--- src/hw/rtl/dkvp_pkg.sv ---
`timescale 1ns / 1ps
// ----------------------------------------------------------------------------
// dkvp_pkg
// Shared constants for the delimited key/value parser: result kinds,
// register indexes, reset values of the registers, character codes and group part codes.
// ----------------------------------------------------------------------------
package dkvp_pkg;

  // Largest token the stores hold (default for the top-level parameter).
  localparam int MAX_TOKEN_LEN_DEF = 31;

  // Most result beats one payload byte may cause; beats beyond are dropped.
  localparam int MAX_ITEMS = 63;

  // Result kinds.
  localparam logic [2:0] KIND_INT_HDR = 3'd0;
  localparam logic [2:0] KIND_STR_HDR = 3'd1;
  localparam logic [2:0] KIND_FIELD   = 3'd2;
  localparam logic [2:0] KIND_VALUE   = 3'd3;
  localparam logic [2:0] KIND_ERROR   = 3'd4;

  // Register indexes on the configuration port.
  localparam logic [2:0] REG_SKIP_COUNT = 3'd0;
  localparam logic [2:0] REG_SPLIT_BYTE = 3'd1;
  localparam logic [2:0] REG_SPLIT_ON   = 3'd2;
  localparam logic [2:0] REG_DELIM_BYTE = 3'd3;
  localparam logic [2:0] REG_DELIM_ON   = 3'd4;
  localparam logic [2:0] REG_END_BYTE   = 3'd5;
  localparam logic [2:0] REG_END_ON     = 3'd6;

  // Register reset values.
  localparam logic [7:0] SPLIT_BYTE_RST = 8'd58;  // ':'
  localparam logic [7:0] DELIM_BYTE_RST = 8'd44;  // ','
  localparam logic [7:0] END_BYTE_RST   = 8'd10;  // line feed

  // Character codes.
  localparam logic [7:0] CHAR_NUL   = 8'h00;
  localparam logic [7:0] CHAR_SPACE = 8'h20;
  localparam logic [7:0] CHAR_ZERO  = 8'h30;
  localparam logic [7:0] CHAR_NINE  = 8'h39;

  // Group part codes.
  localparam logic [1:0] PART_FIELD = 2'd0;
  localparam logic [1:0] PART_VALUE = 2'd1;
  localparam logic [1:0] PART_DROP  = 2'd2;

endpackage

--- src/hw/rtl/delimited_key_value_parser.sv ---
`timescale 1ns / 1ps
// ----------------------------------------------------------------------------
// delimited_key_value_parser
// Byte-serial parser that cuts a packet payload into groups, splits each
// group into field and value, and emits a header plus buffered text beats.
// ----------------------------------------------------------------------------
//
//  channel | direction | handshake          | payload
//  --------+-----------+--------------------+-------------------------------------
//  in      | sink      | in_valid/in_ready  | payload_byte, final_byte
//  out     | source    | out_valid/out_ready| item_kind, text_byte, number_value,
//          |           |                    | field_length, value_length, run_last
//  cfg     | sink      | cfg_valid/cfg_ready| cfg_index, cfg_data
//
//  A payload byte is accepted, decoded and finished, with an add step before
//  the finish when it is a digit: the shared 67-bit adder forms acc*10 in one
//  pass and adds the digit in a second. A group close takes a setup step, then emits
//  its result beats; a full output register stalls the sequencer until out_ready.
//  The input is ready only while the sequencer is idle. rst is synchronous and
//  returns the registers to their reset values and the parser to packet start.
//  The configuration port is always ready.
//
module delimited_key_value_parser
  import dkvp_pkg::*;
#(
  parameter int MAX_TOKEN_LEN = MAX_TOKEN_LEN_DEF
) (
  input  logic               clk,
  input  logic               rst,
  // input bytes
  input  logic               in_valid,
  output logic               in_ready,
  input  logic [7:0]         payload_byte,
  input  logic               final_byte,
  // results
  output logic               out_valid,
  input  logic               out_ready,
  output logic [2:0]         item_kind,
  output logic [7:0]         text_byte,
  output logic signed [31:0] number_value,
  output logic [4:0]         field_length,
  output logic [4:0]         value_length,
  output logic               run_last,
  // configuration
  input  logic               cfg_valid,
  output logic               cfg_ready,
  input  logic [2:0]         cfg_index,
  input  logic [7:0]         cfg_data
);

  // Store index and fill widths; the fill also holds "one past full".
  localparam int IDX_W  = (MAX_TOKEN_LEN > 1) ? $clog2(MAX_TOKEN_LEN) : 1;
  localparam int FILL_W = $clog2(MAX_TOKEN_LEN + 2);
  localparam logic [FILL_W-1:0] FILL_MAX = FILL_W'(MAX_TOKEN_LEN);
  localparam int ADD_W  = 67;

  // Sequencer states.
  localparam logic [2:0] S_IDLE  = 3'd0;  // wait for a payload beat
  localparam logic [2:0] S_BYTE  = 3'd1;  // decode the byte, start acc*10
  localparam logic [2:0] S_ADD   = 3'd2;  // add the digit, check the limit
  localparam logic [2:0] S_FIN   = 3'd3;  // handle the packet's final byte
  localparam logic [2:0] S_CLOSE = 3'd4;  // snapshot the group, clear it
  localparam logic [2:0] S_HDR   = 3'd5;  // emit header or error
  localparam logic [2:0] S_FLD   = 3'd6;  // emit field bytes
  localparam logic [2:0] S_VAL   = 3'd7;  // emit value bytes

  logic [2:0] state;

  // Configuration registers.
  logic [7:0] skip_count_cfg;
  logic [7:0] splitter_byte;
  logic       splitter_on;
  logic [7:0] delimiter_byte;
  logic       delimiter_on;
  logic [7:0] end_byte;
  logic       end_on;

  // Captured input beat.
  logic [7:0] byte_r;
  logic       fin_r;

  // Parse state.
  logic [7:0]        skip_left;
  logic              packet_start;
  logic [1:0]        group_part;
  logic [7:0]        field_store [MAX_TOKEN_LEN];
  logic [7:0]        value_store [MAX_TOKEN_LEN];
  logic [FILL_W-1:0] field_fill;
  logic [FILL_W-1:0] value_fill;
  logic [63:0]       decimal_acc;
  logic [ADD_W-1:0]  acc_times10;
  logic              acc_overflow;
  logic              only_digits;
  logic              saw_split;
  logic              payload_ended;
  logic              packet_failed;

  // Close bookkeeping.
  logic              close_fin;    // close started by the final byte
  logic              close_end;    // close started by end byte or NUL
  logic              close_full;   // close filled every result slot
  logic              more_after;   // a final-byte error beat follows this close
  logic              err_r;
  logic              int_r;
  logic              split_r;
  logic [FILL_W-1:0] flen_r;
  logic [FILL_W-1:0] vlen_r;
  logic [31:0]       num_r;
  logic [IDX_W-1:0]  idx;

  // Shared adder.
  logic [ADD_W-1:0] add_a;
  logic [ADD_W-1:0] add_b;
  logic [ADD_W-1:0] add_sum;

  // Byte decode.
  logic [7:0]  skip_eff;
  logic        active;
  logic        is_end;
  logic        is_delim;
  logic        is_split;
  logic        is_digit;
  logic [3:0]  digit;

  // Close snapshot.
  logic [FILL_W-1:0] c_flen;
  logic [FILL_W-1:0] c_vlen;
  logic              c_err;
  logic              c_full;
  logic [6:0]        c_count;

  // Emission helpers.
  logic              out_free;
  logic [FILL_W-1:0] idx_inc;
  logic              fld_last;
  logic              val_last;
  logic [7:0]        fld_data;
  logic [7:0]        val_data;

  assign in_ready  = (state == S_IDLE);
  assign cfg_ready = 1'b1;
  assign out_free  = !out_valid || out_ready;

  // One adder serves both digit passes: acc*8 + acc*2, then + digit.
  always_comb begin
    if (state == S_ADD) begin
      add_a = acc_times10;
      add_b = ADD_W'(digit);
    end else begin
      add_a = {decimal_acc, 3'b000};
      add_b = {1'b0, decimal_acc, 2'b00} >> 1;
    end
    add_sum = add_a + add_b;
  end

  always_comb begin
    skip_eff = packet_start ? skip_count_cfg : skip_left;
    active   = !payload_ended && !packet_failed && (byte_r != CHAR_SPACE);
    is_end   = (byte_r == CHAR_NUL) || (end_on && (byte_r == end_byte));
    is_delim = delimiter_on && (byte_r == delimiter_byte);
    is_split = splitter_on && (byte_r == splitter_byte);
    is_digit = (byte_r >= CHAR_ZERO) && (byte_r <= CHAR_NINE);
    digit    = 4'(byte_r - CHAR_ZERO);
  end

  // Group snapshot: with no splitter the whole group is the value.
  always_comb begin
    c_flen  = saw_split ? field_fill : '0;
    c_vlen  = saw_split ? value_fill : field_fill;
    c_err   = (field_fill > FILL_MAX) || (value_fill > FILL_MAX) ||
              (c_vlen == '0) || (only_digits && acc_overflow);
    c_count = 7'(c_flen) + (only_digits ? 7'd0 : 7'(c_vlen)) + 7'd1;
    c_full  = !c_err && (c_count >= 7'(MAX_ITEMS));
  end

  always_comb begin
    idx_inc  = FILL_W'(idx) + FILL_W'(1);
    fld_last = (idx_inc == flen_r);
    val_last = (idx_inc == vlen_r);
    fld_data = field_store[idx];
    val_data = split_r ? value_store[idx] : field_store[idx];
  end

  // Configuration writes.
  always_ff @(posedge clk) begin
    if (rst) begin
      skip_count_cfg <= '0;
      splitter_byte  <= SPLIT_BYTE_RST;
      splitter_on    <= 1'b0;
      delimiter_byte <= DELIM_BYTE_RST;
      delimiter_on   <= 1'b0;
      end_byte       <= END_BYTE_RST;
      end_on         <= 1'b0;
    end else if (cfg_valid) begin
      unique case (cfg_index)
        REG_SKIP_COUNT: skip_count_cfg <= cfg_data;
        REG_SPLIT_BYTE: splitter_byte  <= cfg_data;
        REG_SPLIT_ON:   splitter_on    <= cfg_data[0];
        REG_DELIM_BYTE: delimiter_byte <= cfg_data;
        REG_DELIM_ON:   delimiter_on   <= cfg_data[0];
        REG_END_BYTE:   end_byte       <= cfg_data;
        REG_END_ON:     end_on         <= cfg_data[0];
        default: ;
      endcase
    end
  end

  // Text stores: payload only, written at the fill position while it fits.
  always_ff @(posedge clk) begin
    if (state == S_BYTE && active && skip_eff == '0 && !is_end && !is_delim &&
        !is_split && group_part != PART_DROP) begin
      if (group_part == PART_FIELD) begin
        if (field_fill < FILL_MAX) begin
          field_store[field_fill[IDX_W-1:0]] <= byte_r;
        end
      end else if (value_fill < FILL_MAX) begin
        value_store[value_fill[IDX_W-1:0]] <= byte_r;
      end
    end
  end

  // Sequencer.
  always_ff @(posedge clk) begin
    if (rst) begin
      state         <= S_IDLE;
      out_valid     <= 1'b0;
      skip_left     <= '0;
      packet_start  <= 1'b1;
      group_part    <= PART_FIELD;
      field_fill    <= '0;
      value_fill    <= '0;
      decimal_acc   <= '0;
      acc_overflow  <= 1'b0;
      only_digits   <= 1'b1;
      saw_split     <= 1'b0;
      payload_ended <= 1'b0;
      packet_failed <= 1'b0;
      close_fin     <= 1'b0;
      close_end     <= 1'b0;
      close_full    <= 1'b0;
      more_after    <= 1'b0;
      idx           <= '0;
    end else begin
      // Drop the result beat once the sink takes it.
      if (out_valid && out_ready) begin
        out_valid <= 1'b0;
      end

      unique case (state)
        S_IDLE: begin
          if (in_valid) begin
            byte_r     <= payload_byte;
            fin_r      <= final_byte;
            close_fin  <= 1'b0;
            close_full <= 1'b0;
            state      <= S_BYTE;
          end
        end

        S_BYTE: begin
          acc_times10  <= add_sum;
          packet_start <= 1'b0;
          skip_left    <= skip_eff;
          state        <= S_FIN;
          if (active) begin
            if (skip_eff != '0) begin
              skip_left <= skip_eff - 8'd1;
            end else if (is_end || is_delim) begin
              close_end <= is_end;
              state     <= S_CLOSE;
            end else if (is_split) begin
              if (group_part == PART_FIELD) begin
                group_part   <= PART_VALUE;
                saw_split    <= 1'b1;
                decimal_acc  <= '0;
                acc_overflow <= 1'b0;
                only_digits  <= 1'b1;
              end else begin
                group_part <= PART_DROP;
              end
            end else if (group_part != PART_DROP) begin
              // Collect: count one past full so a long token is caught at close.
              if (group_part == PART_FIELD) begin
                if (field_fill <= FILL_MAX) begin
                  field_fill <= field_fill + FILL_W'(1);
                end
              end else if (value_fill <= FILL_MAX) begin
                value_fill <= value_fill + FILL_W'(1);
              end
              if (!is_digit) begin
                only_digits <= 1'b0;
              end else if (!acc_overflow) begin
                state <= S_ADD;
              end
            end
          end
        end

        S_ADD: begin
          // acc*10 + d above 2^63-1 flags the value as too large.
          if (add_sum[ADD_W-1:63] != '0) begin
            acc_overflow <= 1'b1;
          end else begin
            decimal_acc <= add_sum[63:0];
          end
          state <= S_FIN;
        end

        S_FIN: begin
          if (fin_r && !close_fin && !payload_ended && !packet_failed && !close_full) begin
            close_fin <= 1'b1;
            close_end <= 1'b0;
            state     <= S_CLOSE;
          end else begin
            if (fin_r) begin
              // Start a new packet.
              group_part    <= PART_FIELD;
              field_fill    <= '0;
              value_fill    <= '0;
              saw_split     <= 1'b0;
              decimal_acc   <= '0;
              acc_overflow  <= 1'b0;
              only_digits   <= 1'b1;
              payload_ended <= 1'b0;
              packet_failed <= 1'b0;
              packet_start  <= 1'b1;
              skip_left     <= '0;
            end
            state <= S_IDLE;
          end
        end

        S_CLOSE: begin
          err_r      <= c_err;
          int_r      <= only_digits;
          split_r    <= saw_split;
          flen_r     <= c_flen;
          vlen_r     <= c_vlen;
          num_r      <= decimal_acc[31:0];
          close_full <= c_full;
          more_after <= !close_fin && fin_r && !close_end && !c_err && !c_full;
          idx        <= '0;
          if (c_err) begin
            packet_failed <= 1'b1;
          end
          if (close_end) begin
            payload_ended <= 1'b1;
          end
          // Clear the group; the snapshot carries what emission needs.
          group_part   <= PART_FIELD;
          field_fill   <= '0;
          value_fill   <= '0;
          saw_split    <= 1'b0;
          decimal_acc  <= '0;
          acc_overflow <= 1'b0;
          only_digits  <= 1'b1;
          state        <= S_HDR;
        end

        S_HDR: begin
          if (out_free) begin
            out_valid    <= 1'b1;
            text_byte    <= '0;
            number_value <= '0;
            field_length <= '0;
            value_length <= '0;
            if (err_r) begin
              item_kind <= KIND_ERROR;
              run_last  <= !more_after;
              state     <= S_FIN;
            end else begin
              item_kind    <= int_r ? KIND_INT_HDR : KIND_STR_HDR;
              number_value <= int_r ? num_r : 32'd0;
              field_length <= 5'(flen_r);
              value_length <= int_r ? 5'd0 : 5'(vlen_r);
              run_last     <= !more_after && int_r && (flen_r == '0);
              if (flen_r != '0) begin
                state <= S_FLD;
              end else if (!int_r) begin
                state <= S_VAL;
              end else begin
                state <= S_FIN;
              end
            end
          end
        end

        S_FLD: begin
          if (out_free) begin
            out_valid    <= 1'b1;
            item_kind    <= KIND_FIELD;
            text_byte    <= fld_data;
            number_value <= '0;
            field_length <= '0;
            value_length <= '0;
            run_last     <= !more_after && int_r && fld_last;
            if (fld_last) begin
              idx   <= '0;
              state <= int_r ? S_FIN : S_VAL;
            end else begin
              idx <= idx + IDX_W'(1);
            end
          end
        end

        S_VAL: begin
          if (out_free) begin
            out_valid    <= 1'b1;
            item_kind    <= KIND_VALUE;
            text_byte    <= val_data;
            number_value <= '0;
            field_length <= '0;
            value_length <= '0;
            run_last     <= !more_after && val_last;
            if (val_last) begin
              idx   <= '0;
              state <= S_FIN;
            end else begin
              idx <= idx + IDX_W'(1);
            end
          end
        end

        default: state <= S_IDLE;
      endcase
    end
  end

`ifndef SYNTH
  // The accumulator never passes 2^63-1.
  a_acc_limit: assert property (@(posedge clk) disable iff (rst)
    !decimal_acc[63])
    else $error("decimal accumulator above 2^63-1");

  // Fills stop one past the store depth.
  a_fill_cap: assert property (@(posedge clk) disable iff (rst)
    (field_fill <= FILL_MAX + FILL_W'(1)) && (value_fill <= FILL_MAX + FILL_W'(1)))
    else $error("token fill ran past its cap");

  // A taken input beat keeps the input closed while it is worked on.
  a_busy_after_accept: assert property (@(posedge clk) disable iff (rst)
    in_valid && in_ready |=> !in_ready)
    else $error("input ready while a byte is in work");

  // A new result beat only loads from an emission state.
  a_emit_source: assert property (@(posedge clk) disable iff (rst)
    $rose(out_valid) |-> ($past(state) == S_HDR || $past(state) == S_FLD ||
                          $past(state) == S_VAL))
    else $error("result beat loaded outside emission");
`endif

endmodule
--- config.mk ---
export PLATFORM = sky130hd
export DESIGN_NAME = delimited_key_value_parser
export DESIGN_NICKNAME = d
export VERILOG_FILES = /design/src/hw/rtl/dkvp_pkg.sv /design/src/hw/rtl/delimited_key_value_parser.sv
export SDC_FILE = /design/constraint.sdc
export NUM_CORES = 1
export LEC_CHECK = 0
export BUFFER_PORTS_ARGS = -buffer_cell sky130_fd_sc_hd__buf_2
export CORE_MARGIN = 2
export CORE_UTILIZATION = 35
export DETAILED_ROUTE_END_ITERATION = 10
export PLACE_DENSITY_LB_ADDON = 0.08
export SYNTH_ARGS = -nofsm -noshare
export SYNTH_HDL_FRONTEND = slang
export SYNTH_SLANG_ARGS = --single-unit
--- constraint.sdc ---
create_clock -name clk -period 11.2 [get_ports clk]
set_input_delay 1.12 -clock clk [delete_from_list [all_inputs] [get_ports clk]]
set_output_delay 1.12 -clock clk [all_outputs]
set_load 0.05 [all_outputs]
==> impl_metrics.csv <==
group,metric,value,unit
setup_path,cp_cell_sequence,"or3b_2, buf_4, and2_1, a21o_1, ha_1, nand3_1, or3_1, a311o_1, a31oi_1, o31ai_1, a211o_1, and3_1, nor4_4, nor3_2, o22ai_4, buf_4, a22o_1",
sta,setup-violations-final,0,
sta,max_slew_margin,26.89,%
logic_synthesis,avgSynthCellArea,14.13,sq um
die,die_y,327.0,um
sta,worst_pin_slew,1.093,ns
detailed_routing,drt-total-wl,93840,um
die,initial_core_util,35.29,%
sta,min_period,6.303,ns
cts,clk_latency,0.68,ns
logic_synthesis,yosysWarnings,0,
power_and_ir_drop,p_leak,14.60,nW
setup_path,critical_path_class,"flop to flop",
min_path,min_from,"decimal_acc[28]$_SDFFE_PP0P_",
placed_design,dp_cells,3936,
sta,rsz0062_at_grt,"no",
logic_synthesis,ys.flop_type,"edfxtp_1",
min_path,worstHoldPathCells,0,
setup_path,crit_arrival,6.91,ns
power_and_ir_drop,ir_drop,117.7,uV
sta,fin_crit_sh,56.28,%
die,core-area,103500,sq um
sta,finalHoldViolations,0,
cts,cts_tree,"done",
setup_path,reg2reg_depth,17,
die,ioPinCount,82,
placed_design,port_buffers,80,
die,num_rows,118,
detailed_routing,vias,21710,
logic_synthesis,syn_inst,2585,
logic_synthesis,synth_edf_count,673,
sta,slew_violations,0,
cts,cts_buffer_depth,3,
setup_path,reg2reg_slack,4.90,ns
die,die_area,106900,sq um
detailed_routing,vias_per_cell,5.289,
detailed_routing,drt-initial-drc-count,1529,
layout,final_common_cell,"edfxtp_1",
setup_path,start_kind,"flop",
detailed_routing,dr.pass1.iters,7,
layout,final_cell_mix,"673 x edfxtp_1, 201 x nand2_1, 167 x nor2_1, 144 x mux4_2",
placed_design,gp_congestion,0.8152,
die,die_x,327.0,um
global_route,grt-ovfl-total,0,
cts,cts_hold_buffers,0,
sta,fin_skew,0.05377,ns
setup_path,crit_slowest_cell,"o22ai_4",
power_and_ir_drop,power_density,168.0,nW/um^2
cts,clock_sinks,818,
cts,h-tree-depth,3,
min_path,hold_path_class,"flop to flop",
logic_synthesis,ys_seq_area_share,63.29,%
run_status,status,"completed",
setup_path,r2r-start,"state[1]$_SDFFE_PP0P_",
cts,clk_pin_slew_worst_paths,0.06,ns
min_path,holdPathEnd,"num_r[28]$_DFFE_PP_",
setup_path,critPathRequiredTime,11.80,ns
sta,max_freq,158.6,MHz
logic_synthesis,async_flop_share,0,%
setup_path,crit_path_frequent_cell,"buf_4",
global_route,grt_max_degree,111,
layout,drive_gt1_share,15.39,%
sta,tns,0,ns
setup_path,r2r-end,"decimal_acc[43]$_SDFFE_PP0P_",
global_route,grt_pass1_wl,141800,um
layout,finalNonFillerCells,4104,
logic_synthesis,syn-num-nets,2694,
detailed_routing,ant_nets,0,
layout,syn2layout_area_growth,13.30,%
global_route,grt_use_total,17.45,%
detailed_routing,drcViolationCount,0,
cts,clock-root-buffer,"clkbuf_16",
setup_path,critPathMaxFanout,67,
cts,cts_buffers,91,
setup_path,slowest_delay,0.66,ns
cts,post_cts_resized,0,
cts,postCtsSetupBuffers,0,
logic_synthesis,synth_cell_type_count,74,
layout,nets,2758,
logic_synthesis,ys_ff_latch,818,
detailed_routing,wl_per_cell,22.87,um
global_route,grt_pass1_vias,22420,
placed_design,hpwl,60690,um
run,max_cap_viol_count,0,
global_route,antenna_found_initial,0,
logic_synthesis,syn_area,36520,sq um
setup_path,crit_path_end_kind,"flop",
[metal layers]
metal,global-route usage (%),share of wire (%)
met5,0,0
met4,4.946,2.2
met3,3.815,5.4
met2,26.87,45
met1,24.84,47
[metrics by stage]
stage / cell area [sq um] / utilization (%) / hold slack (ns) / total power, mW / worst slack (ns)
finish: 41380 / 39.98 / 0.4625 / 6.950 / 4.897
detailed placement: 38320 / 37.02 / 0.4466 / 3.980 / 4.943
global placement: 38320 / 37.02 / 0.4453 / 3.976 / 4.889
global route: 41370 / 39.98 / 0.4760 / 7.212 / 4.532
CTS: 41370 / 39.98 / 0.4646 / 7.049 / 4.890
floorplan: 36520 / - / 0.4064 / 3.821 / 6.050
[state kept, by name (all words and copies together) (netlist names), 6 cells and up, named ones only]
signal          count
vlen_r              6
skip_count_cfg      8
splitter_byte       8
skip_left           8
value_fill          6
decimal_acc        64
delimiter_byte      8
byte_r              8
field_fill          6
flen_r              6
end_byte            8
acc_times10        67
text_byte           8
field_store       248
num_r              32
value_store       248
number_value       32
[synth_stat cells, types with 11 or more instances]
cell type	count	share of area, %
nand3b_1	20	0.41
mux2i_1	48	1.3
o21ai_0	74	1.0
a22o_1	63	1.5
ha_1	82	2.8
buf_2	11	0.15
nor2_1	170	1.7
a21o_1	101	2.1
buf_1	19	0.20
and2_1	92	1.6
mux4_2	144	8.9
dfxtp_1	145	7.9
nor3_1	37	0.51
or3_1	12	0.21
nand4_1	31	0.53
o21bai_1	15	0.31
and3_1	44	0.75
clkbuf_1	94	0.97
a21oi_1	142	1.9
edfxtp_1	673	55
nand2b_1	12	0.21
a22oi_1	11	0.23
xor2_1	54	1.3
nand3_1	30	0.41
nor2b_1	12	0.21
inv_1	38	0.39
nand2_1	201	2.1
xnor2_1	57	1.4
[layout make-up]
class / count / area [sq um]
fillers: 9630 / 62120
inverters: 38 / 142.6
clock inverters: 58 / 624.3
diodes: 1 / 2.502
clock buffers: 109 / 2430
flip-flops and latches: 818 / 23120
well taps: 1380 / 1727
repair buffers: 108 / 623.1
multi-input cells: 1592 / 12710
[worst max-delay path, delay by kind of cell, from the launching register on]
kind / cells / cell delay, ns
and+or+nand+nor: 7 / 1.99
DFF: 1 / 0.54
buffers and inverters: 2 / 0.89
adders and majority gates: 1 / 0.40
AOI/OAI and AO/OA: 7 / 2.32
[cells by family after synthesis]
| family | synth area share (%) |
|---|---|
| flip-flops | 63.29 |
| AND/OR/NAND/NOR | 9.651 |
| AO/OA/AOI/OAI | 9.213 |
| multiplexers | 10.23 |
| buffers and inverters | 2.032 |
| XOR/XNOR | 2.662 |
| adder cells (fa/ha/maj) | 2.919 |
| other | 0.01027 |
[how the worst max path moves through the flow]
stage / from / to / depth (start not counted)
6_report: state[1]$_SDFFE_PP0P_ / decimal_acc[43]$_SDFFE_PP0P_ / 17
5_1_grt: state[1]$_SDFFE_PP0P_ / decimal_acc[10]$_SDFFE_PP0P_ / 17
4_1_cts: state[1]$_SDFFE_PP0P_ / decimal_acc[14]$_SDFFE_PP0P_ / 17
3_5_place_dp: state[1]$_SDFFE_PP0P_ / decimal_acc[44]$_SDFFE_PP0P_ / 17
3_3_place_gp: state[1]$_SDFFE_PP0P_ / decimal_acc[50]$_SDFFE_PP0P_ / 17
2_1_floorplan: rst / field_length[0]$_SDFFCE_PP0P_ / 3
[where the power goes]
| part | leakage (nW) | switching (mW) | total, mW | internal (mW) |
|---|---|---|---|---|
| logic | 5.84 | 0.344 | 0.503 | 0.159 |
| clock network | 1.48 | 1.25 | 3.04 | 1.79 |
| registers | 7.28 | 0.0470 | 3.41 | 3.36 |
No activity file was read; power rests on OpenSTA's default activity.
